### src/sv/fbq_pkg.sv
// Shared constants, codes and result record for the bounded FIFO queue.
`default_nettype none

package fbq_pkg;

   localparam int DEPTH_DEFAULT = 256;

   localparam int CAP_W = 9;
   localparam logic [CAP_W-1:0] CAP_RESET = 9'd256;

   localparam int CMD_W = 2;
   localparam logic [CMD_W-1:0] CMD_ENQ   = 2'd0;
   localparam logic [CMD_W-1:0] CMD_DEQ   = 2'd1;
   localparam logic [CMD_W-1:0] CMD_QUERY = 2'd2;

   localparam int STATUS_W = 2;
   localparam logic [STATUS_W-1:0] ST_OK    = 2'd0;
   localparam logic [STATUS_W-1:0] ST_FULL  = 2'd1;
   localparam logic [STATUS_W-1:0] ST_EMPTY = 2'd2;

   localparam int VALUE_W = 32;
   localparam int OCC_W   = 9;

   localparam int REQ_FIELDS_W = CMD_W + VALUE_W;
   localparam int REQ_DATA_W   = ((REQ_FIELDS_W + 7) / 8) * 8;
   localparam int RSP_FIELDS_W = STATUS_W + 3 * VALUE_W + OCC_W + 1;
   localparam int RSP_DATA_W   = ((RSP_FIELDS_W + 7) / 8) * 8;

   typedef struct packed {
      logic                      is_empty;
      logic [OCC_W-1:0]          occupancy;
      logic signed [VALUE_W-1:0] rear_value;
      logic signed [VALUE_W-1:0] front_value;
      logic signed [VALUE_W-1:0] popped_value;
      logic [STATUS_W-1:0]       status;
   } rsp_fields_type;

endpackage

`default_nettype wire

### src/sv/fbq_ctrl.sv
// Queue control: pointers, count, capacity, cached front and rear, pending result.
`default_nettype none

module fbq_ctrl #(
   parameter int DEPTH = fbq_pkg::DEPTH_DEFAULT,
   parameter int AW    = $clog2(DEPTH)
) (
   input  wire logic                               clock,
   input  wire logic                               reset,
   input  wire logic                               csr_we,
   input  wire logic [fbq_pkg::CAP_W-1:0]          csr_wdata,
   input  wire logic                               accept,
   input  wire logic [fbq_pkg::CMD_W-1:0]          cmd,
   input  wire logic signed [fbq_pkg::VALUE_W-1:0] push_value,
   output logic                                    item_ready,
   output logic                                    pend_valid,
   input  wire logic                               pend_take,
   output fbq_pkg::rsp_fields_type                 pend_fields,
   output logic                                    wr_en,
   output logic [AW-1:0]                           wr_addr,
   output logic signed [fbq_pkg::VALUE_W-1:0]      wr_data,
   output logic [AW-1:0]                           rd_addr,
   input  wire logic signed [fbq_pkg::VALUE_W-1:0] rd_data
);

   localparam int CW = $clog2(DEPTH + 1);
   localparam int WW = (CW > fbq_pkg::CAP_W) ? CW : fbq_pkg::CAP_W;

   logic [AW-1:0]                      rp_ff, rp_in, wp_ff, wp_in, rp_next, wp_next;
   logic [CW-1:0]                      count_ff, count_in;
   logic [fbq_pkg::CAP_W-1:0]          cap_ff, cap_in;
   logic signed [fbq_pkg::VALUE_W-1:0] front_ff, front_in, rear_ff, rear_in, cur_front;
   logic                               fetch_ff, fetch_in;
   logic                               pend_valid_ff, pend_valid_in;
   logic [fbq_pkg::STATUS_W-1:0]       status_ff, status_in;
   logic signed [fbq_pkg::VALUE_W-1:0] popped_ff, popped_in;
   logic [WW-1:0]                      count_w, cap_w;
   logic                               is_full, is_zero;

   assign cur_front = fetch_ff ? rd_data : front_ff;
   assign count_w   = WW'(count_ff);
   assign cap_w     = (WW'(cap_ff) > WW'(DEPTH)) ? WW'(DEPTH) : WW'(cap_ff);
   assign is_full   = count_w >= cap_w;
   assign is_zero   = count_ff == '0;
   assign rp_next   = (rp_ff == AW'(DEPTH - 1)) ? '0 : rp_ff + 1'b1;
   assign wp_next   = (wp_ff == AW'(DEPTH - 1)) ? '0 : wp_ff + 1'b1;

   assign cap_in     = csr_we ? csr_wdata : cap_ff;
   assign item_ready = !pend_valid_ff || pend_take;
   assign rd_addr    = rp_next;
   assign wr_addr    = wp_ff;
   assign wr_data    = push_value;

   always_comb begin
      rp_in         = rp_ff;
      wp_in         = wp_ff;
      count_in      = count_ff;
      front_in      = cur_front;
      rear_in       = rear_ff;
      fetch_in      = 1'b0;
      wr_en         = 1'b0;
      status_in     = status_ff;
      popped_in     = popped_ff;
      pend_valid_in = pend_valid_ff && !pend_take;
      if (accept) begin
         pend_valid_in = 1'b1;
         status_in     = fbq_pkg::ST_OK;
         popped_in     = '0;
         case (cmd)
            fbq_pkg::CMD_ENQ: begin
               if (is_full) begin
                  status_in = fbq_pkg::ST_FULL;
               end else begin
                  wr_en    = 1'b1;
                  wp_in    = wp_next;
                  count_in = count_ff + 1'b1;
                  rear_in  = push_value;
                  if (is_zero) begin
                     front_in = push_value;
                  end
               end
            end
            fbq_pkg::CMD_DEQ: begin
               if (is_zero) begin
                  status_in = fbq_pkg::ST_EMPTY;
               end else begin
                  popped_in = cur_front;
                  rp_in     = rp_next;
                  count_in  = count_ff - 1'b1;
                  fetch_in  = count_ff != CW'(1);
               end
            end
            default: begin
            end
         endcase
      end
   end

   always_ff @(posedge clock) begin
      if (reset) begin
         rp_ff         <= '0;
         wp_ff         <= '0;
         count_ff      <= '0;
         cap_ff        <= fbq_pkg::CAP_RESET;
         fetch_ff      <= 1'b0;
         pend_valid_ff <= 1'b0;
      end else begin
         rp_ff         <= rp_in;
         wp_ff         <= wp_in;
         count_ff      <= count_in;
         cap_ff        <= cap_in;
         fetch_ff      <= fetch_in;
         pend_valid_ff <= pend_valid_in;
      end
   end

   always_ff @(posedge clock) begin
      front_ff  <= front_in;
      rear_ff   <= rear_in;
      status_ff <= status_in;
      popped_ff <= popped_in;
   end

   assign pend_valid = pend_valid_ff;

   always_comb begin
      pend_fields              = '0;
      pend_fields.status       = status_ff;
      pend_fields.popped_value = popped_ff;
      pend_fields.front_value  = is_zero ? '0 : cur_front;
      pend_fields.rear_value   = is_zero ? '0 : rear_ff;
      pend_fields.occupancy    = fbq_pkg::OCC_W'(count_w);
      pend_fields.is_empty     = is_zero;
   end

endmodule

`default_nettype wire

### config.mk
export PLATFORM = sky130hd
export DESIGN_NAME = fbq_ctrl
export DESIGN_NICKNAME = d
export VERILOG_FILES = /design/src/sv/fbq_pkg.sv /design/src/sv/fbq_ctrl.sv
export SDC_FILE = /design/constraint.sdc
export NUM_CORES = 1
export LEC_CHECK = 0
export BUFFER_PORTS_ARGS = -buffer_cell sky130_fd_sc_hd__buf_2
export CORE_MARGIN = 1.5
export CORE_UTILIZATION = 25
export CTS_CLUSTER_DIAMETER = 100
export CTS_CLUSTER_SIZE = 16
export DETAILED_ROUTE_END_ITERATION = 8
export REMOVE_ABC_BUFFERS = 1
export SYNTH_ARGS = -nofsm -noshare
export SYNTH_HDL_FRONTEND = slang
export SYNTH_SLANG_ARGS = --single-unit
### constraint.sdc
create_clock -name clock -period 8.1 [get_ports clock]
set_input_delay 2.025 -clock clock [delete_from_list [all_inputs] [get_ports clock]]
set_output_delay 2.025 -clock clock [all_outputs]
set_load 0.05 [all_outputs]
After elaboration in Yosys (flattened, before gate mapping) --
Cells that the tools add are included.
Storage, ports and cells: ROM bits 0, output and inout port bits 159, memories 0, RAM bits 0, bits in registers 134, bits in latches 0
Cells by class: muxes and demuxes 20, divide/modulo/power cells 0, bitwise operators 4, multiply operators 0, reduce and logical (&&, ||, !) cells 11, shift operators 0, add/subtract/negate cells 4, order comparisons 2, equal/unequal tests 6
Operators with widths (number):
- $mux W32 | 7
- $mux W9 | 3
- $pmux W9 S2 | 1
- $add A8 B1 Y8 const B | 2
- $eq A8 B8 Y1 const B | 2
- $mux W8 | 2
- $add A9 B1 Y9 const B | 1
- $ge A9 B9 Y1 | 1
- $gt A9 B9 Y1 const B | 1
- $logic_not A9 Y1 | 1
- $ne A9 B1 Y1 const B | 1
- $sub A9 B1 Y9 const B | 1
- $reduce_and A3 Y1 | 2
- $mux W1 | 5
- $ne A2 B2 Y1 const B | 2
- $not A1 Y1 | 4
- $pmux W2 S2 | 1
- $reduce_and A4 Y1 | 1
- $reduce_or A4 Y1 | 1
- $eq A2 B1 Y1 const B | 1
- $logic_not A1 Y1 | 2
- $logic_not A2 Y1 | 1
- $mux W2 | 1
- $reduce_bool A2 Y1 | 1
- 2 further kinds | 2

Depth between registers and ports, before layout --
depth in word-level cells 6, gate-level depth with buffers 10, mapped depth without buffers 8

Worst setup path after synthesis --
Ideal clock, no wire load.
path type input -> output, from input port cmd[1] in the netlist's numbering, to output port wr_en, stages 4, arrival time 3.606 ns, path slack 2.469 ns, path through or4b_1 > a21o_1 > buf_2 > nor2_1
Between the ends: longest elaborated chain between the ends 3
RTL lines:
- from (decl) | line fbq_ctrl.sv:13 | input wire logic [fbq_pkg::CMD_W-1:0] cmd,
- $logic_not A2 Y1 | line fbq_ctrl.sv:69 | case (cmd)
- $mux W1 | line fbq_ctrl.sv:69
- $mux W1 | line fbq_ctrl.sv:65 | if (accept) begin
- to (decl) | line fbq_ctrl.sv:19 | output logic wr_en,
Every way passes these cells.

Worst setup path in the final report --
Same ends and word-level chain as after synthesis.

==> flow_summary.json <==
{
  "max_freq_mhz": 180.0,
  "status": "completed",
  "grt_pass1_vias": 4909,
  "end_kind": "output port",
  "cts_tree": "done",
  "async_flop_share_pct": 0,
  "clk_root_buffer_cell": "clkbuf_16",
  "cts_hold_buf": 0,
  "p_leak_nw": 3.637,
  "finalSetupViolCount": 0,
  "post_drt_wl_per_cell_microns": 16.33,
  "portBuffers": 238,
  "die_h_microns": 163.8,
  "drive_gt1_share_pct": 35.04,
  "seq_area_frac_synth_pct": 51.69,
  "first_pass_iters": 5,
  "dieWidth_microns": 163.8,
  "rrSetupSlack_ns": 5.09,
  "path_max_fanout": 15,
  "syn_avg_cell_area_sq_um": 10.35,
  "cts_resized": 0,
  "drtIter0Drc": 351,
  "yosys-top-cells-area": "edfxtp_1 (31%), dfxtp_1 (21%), mux2i_1 (11%)",
  "vias_per_cell": 4.462,
  "power_density_nw_per_um2": 427.9,
  "drv_cap": 0,
  "core_area_sq_um": 25250,
  "fin_crit_sh_pct": 68.58,
  "grt_start_max_net_pins": 38,
  "fin_crit_ns": 5.555,
  "gp_congestion": 0.7621,
  "slew_headroom_pct": 47.90,
  "dpl.hpwl_microns": 13230,
  "worst_pin_slew_ns": 0.7815,
  "arrival_ns": 3.53,
  "rsz0062_at_grt": "no",
  "antenna_left": 0,
  "yosys_warnings": 0,
  "vdd_ir_drop_max_mv": 0.2519,
  "syn-cell-area_sq_um": 6467,
  "grt_usage_pct": 13.92,
  "dieArea_sq_um": 26840,
  "hold_violations": 0,
  "antenna_found_initial": 1,
  "initial_core_util_pct": 25.61,
  "clock_latency_ns": 0.41,
  "cts_sinks": 134,
  "synth.top_cell.area_share_pct": 30.64,
  "route.vias.total": 5220,
  "yosysTopAreaCell": "edfxtp_1",
  "grt_pass1_wl_microns": 28060,
  "clk_pin_slew_worst_paths_ns": 0.07,
  "h-tree-depth": 4,
  "synthFlopType": "dfxtp_1",
  "place_inst": 1137,
  "ctsLongestPathBuffers": 2,
  "wirelength_microns": 19110,
  "fillers": 2629,
  "tns_ns": 0,
  "netlist_instances": 625,
  "start_kind": "primary input",
  "postCtsSetupRepairBufs": 0,
  "synth_edf_count": 66,
  "nNetsFinal": 920,
  "synthToLayoutAreaGrowth_pct": 28.28,
  "cts_buffers": 17,
  "io_pins": 239,
  "hp-class": "reg2reg",
  "required_ns": 6.08,
  "gr-total-overflow": 0,
  "skew_ns": 0.009748,
  "drv_slew": 0,
  "synth.distinct_cells": 59,
  "stdcell_count": 1170,
  "rows": 58,
  "path_class": "in2out",
  "drcViolationCount": 0,
  "ys_seq_elements": 134
}
==> state kept, by name, summed over array words and instances, names as in the netlist <==
signal,flops
pend_valid,1
popped_ff,32
count_ff,9
rear_ff,32
status_ff,2
rp_ff,8
fetch_ff,1
wr_addr,8
front_ff,32
cap_ff,9
==> worst max-delay path, cell delays in order <==
cell and delay, ns:
buf_2 0.13, or4b_1 0.52, a21o_1 0.38, nor2_1 0.16, buf_2 0.30
==> power breakdown <==
part | internal (mW) | switching, mW
clock network | 0.405 | 0.331
logic | 0.417 | 1.48
registers | 0.856 | 0.0563
==> synthesized netlist by cell type (4+ instances only) <==
cell      number
nor2_1       101
mux2i_1       73
dfxtp_1       68
edfxtp_1      66
inv_1         39
buf_4         34
and2_1        33
nand2_1       33
a21oi_1       16
clkbuf_1      14
ha_1          14
nand3_1        8
a31oi_1        7
buf_2          7
nor4_1         7
nor3_1         6
o21ai_0        6
buf_1          5
nand4_1        5
nor2b_1        5
or2_2          5
xnor2_1        5
buf_6          4
mux2_2         4
o311ai_0       4
xor2_1         4
==> routing by layer <==
metal  GRT usage (%)  wire (microns)  part of all wire, %  up-vias
met4           3.182             119                 0.62        2
met3           4.394            1521                  8.0       10
li1                -               -                    -     2550
met2           24.42            9262                   48      211
met5               0              13                0.068        -
met1           16.49            8189                   43     2447
==> kinds of logic (layout without fill, tap and decap cells) <==
group | after synthesis | after routing | share of synthesized area (%)
and+or+nand+nor | 226 | 226 | 17.14
DFF | 134 | 134 | 51.69
buffers and inverters | 104 | 318 | 8.609
muxes | 77 | 77 | 11.99
AOI/OAI and AO/OA | 61 | 61 | 6.636
adders and majority gates | 14 | 14 | 2.708
xor gates and xnor gates | 9 | 9 | 1.219
other | 0 | 1 | 0
==> cell type report <==
cell class / instances / area (sq um) / share of cell area, %
flip-flops and latches: 134 / 3344 / 40.31
multi-input cells: 387 / 2575 / 31.04
repair buffers: 246 / 1251 / 15.08
clock buffers: 17 / 425.4 / 5.127
well taps: 330 / 412.9 / 4.977
inverters: 40 / 150.1 / 1.810
clock inverters: 15 / 135.1 / 1.629
diodes: 1 / 2.502 / 0.03016
==> placed cells by master, fill, tap and decap left out, types with 14 or more instances in the layout <==
master,synthesis,final
buf_2,7,238
nor2_1,101,100
mux2i_1,73,73
dfxtp_1,68,67
edfxtp_1,66,66
inv_1,39,39
nand2_1,33,33
and2_1,33,33
clkbuf_16,0,17
a21oi_1,16,16
ha_1,14,14
==> stage by stage <==
| stage | power [mW] | setup WS, ns | hold slack (ns) | instance area (sq um) | utilization, % |
|---|---|---|---|---|---|
| after floorplan | 2.307 | 2.538 | 0.4427 | 6061 | - |
| after global placement | 2.844 | 2.503 | 0.4659 | 7734 | 30.62 |
| after detailed placement | 2.854 | 2.516 | 0.4691 | 7734 | 30.62 |
| after CTS | 3.603 | 2.513 | 0.4785 | 8294 | 32.84 |
| after global routing | 3.743 | 2.478 | 0.5198 | 8294 | 32.84 |
| final | 3.550 | 2.545 | 0.4768 | 8297 | 32.85 |
==> final timing paths <==
path                           from                     to  cells past startpoint
max                          cmd[1]                  wr_en                      5
min           rp_ff[1]$_SDFFE_PP0P_  rp_ff[1]$_SDFFE_PP0P_                      2
max reg2reg  cap_ff[8]$_SDFFE_PP1P_  rear_ff[16]$_DFFE_PP_                      6
min reg2reg   rp_ff[1]$_SDFFE_PP0P_  rp_ff[1]$_SDFFE_PP0P_                      2
No activity file was read; power rests on OpenSTA's default activity.
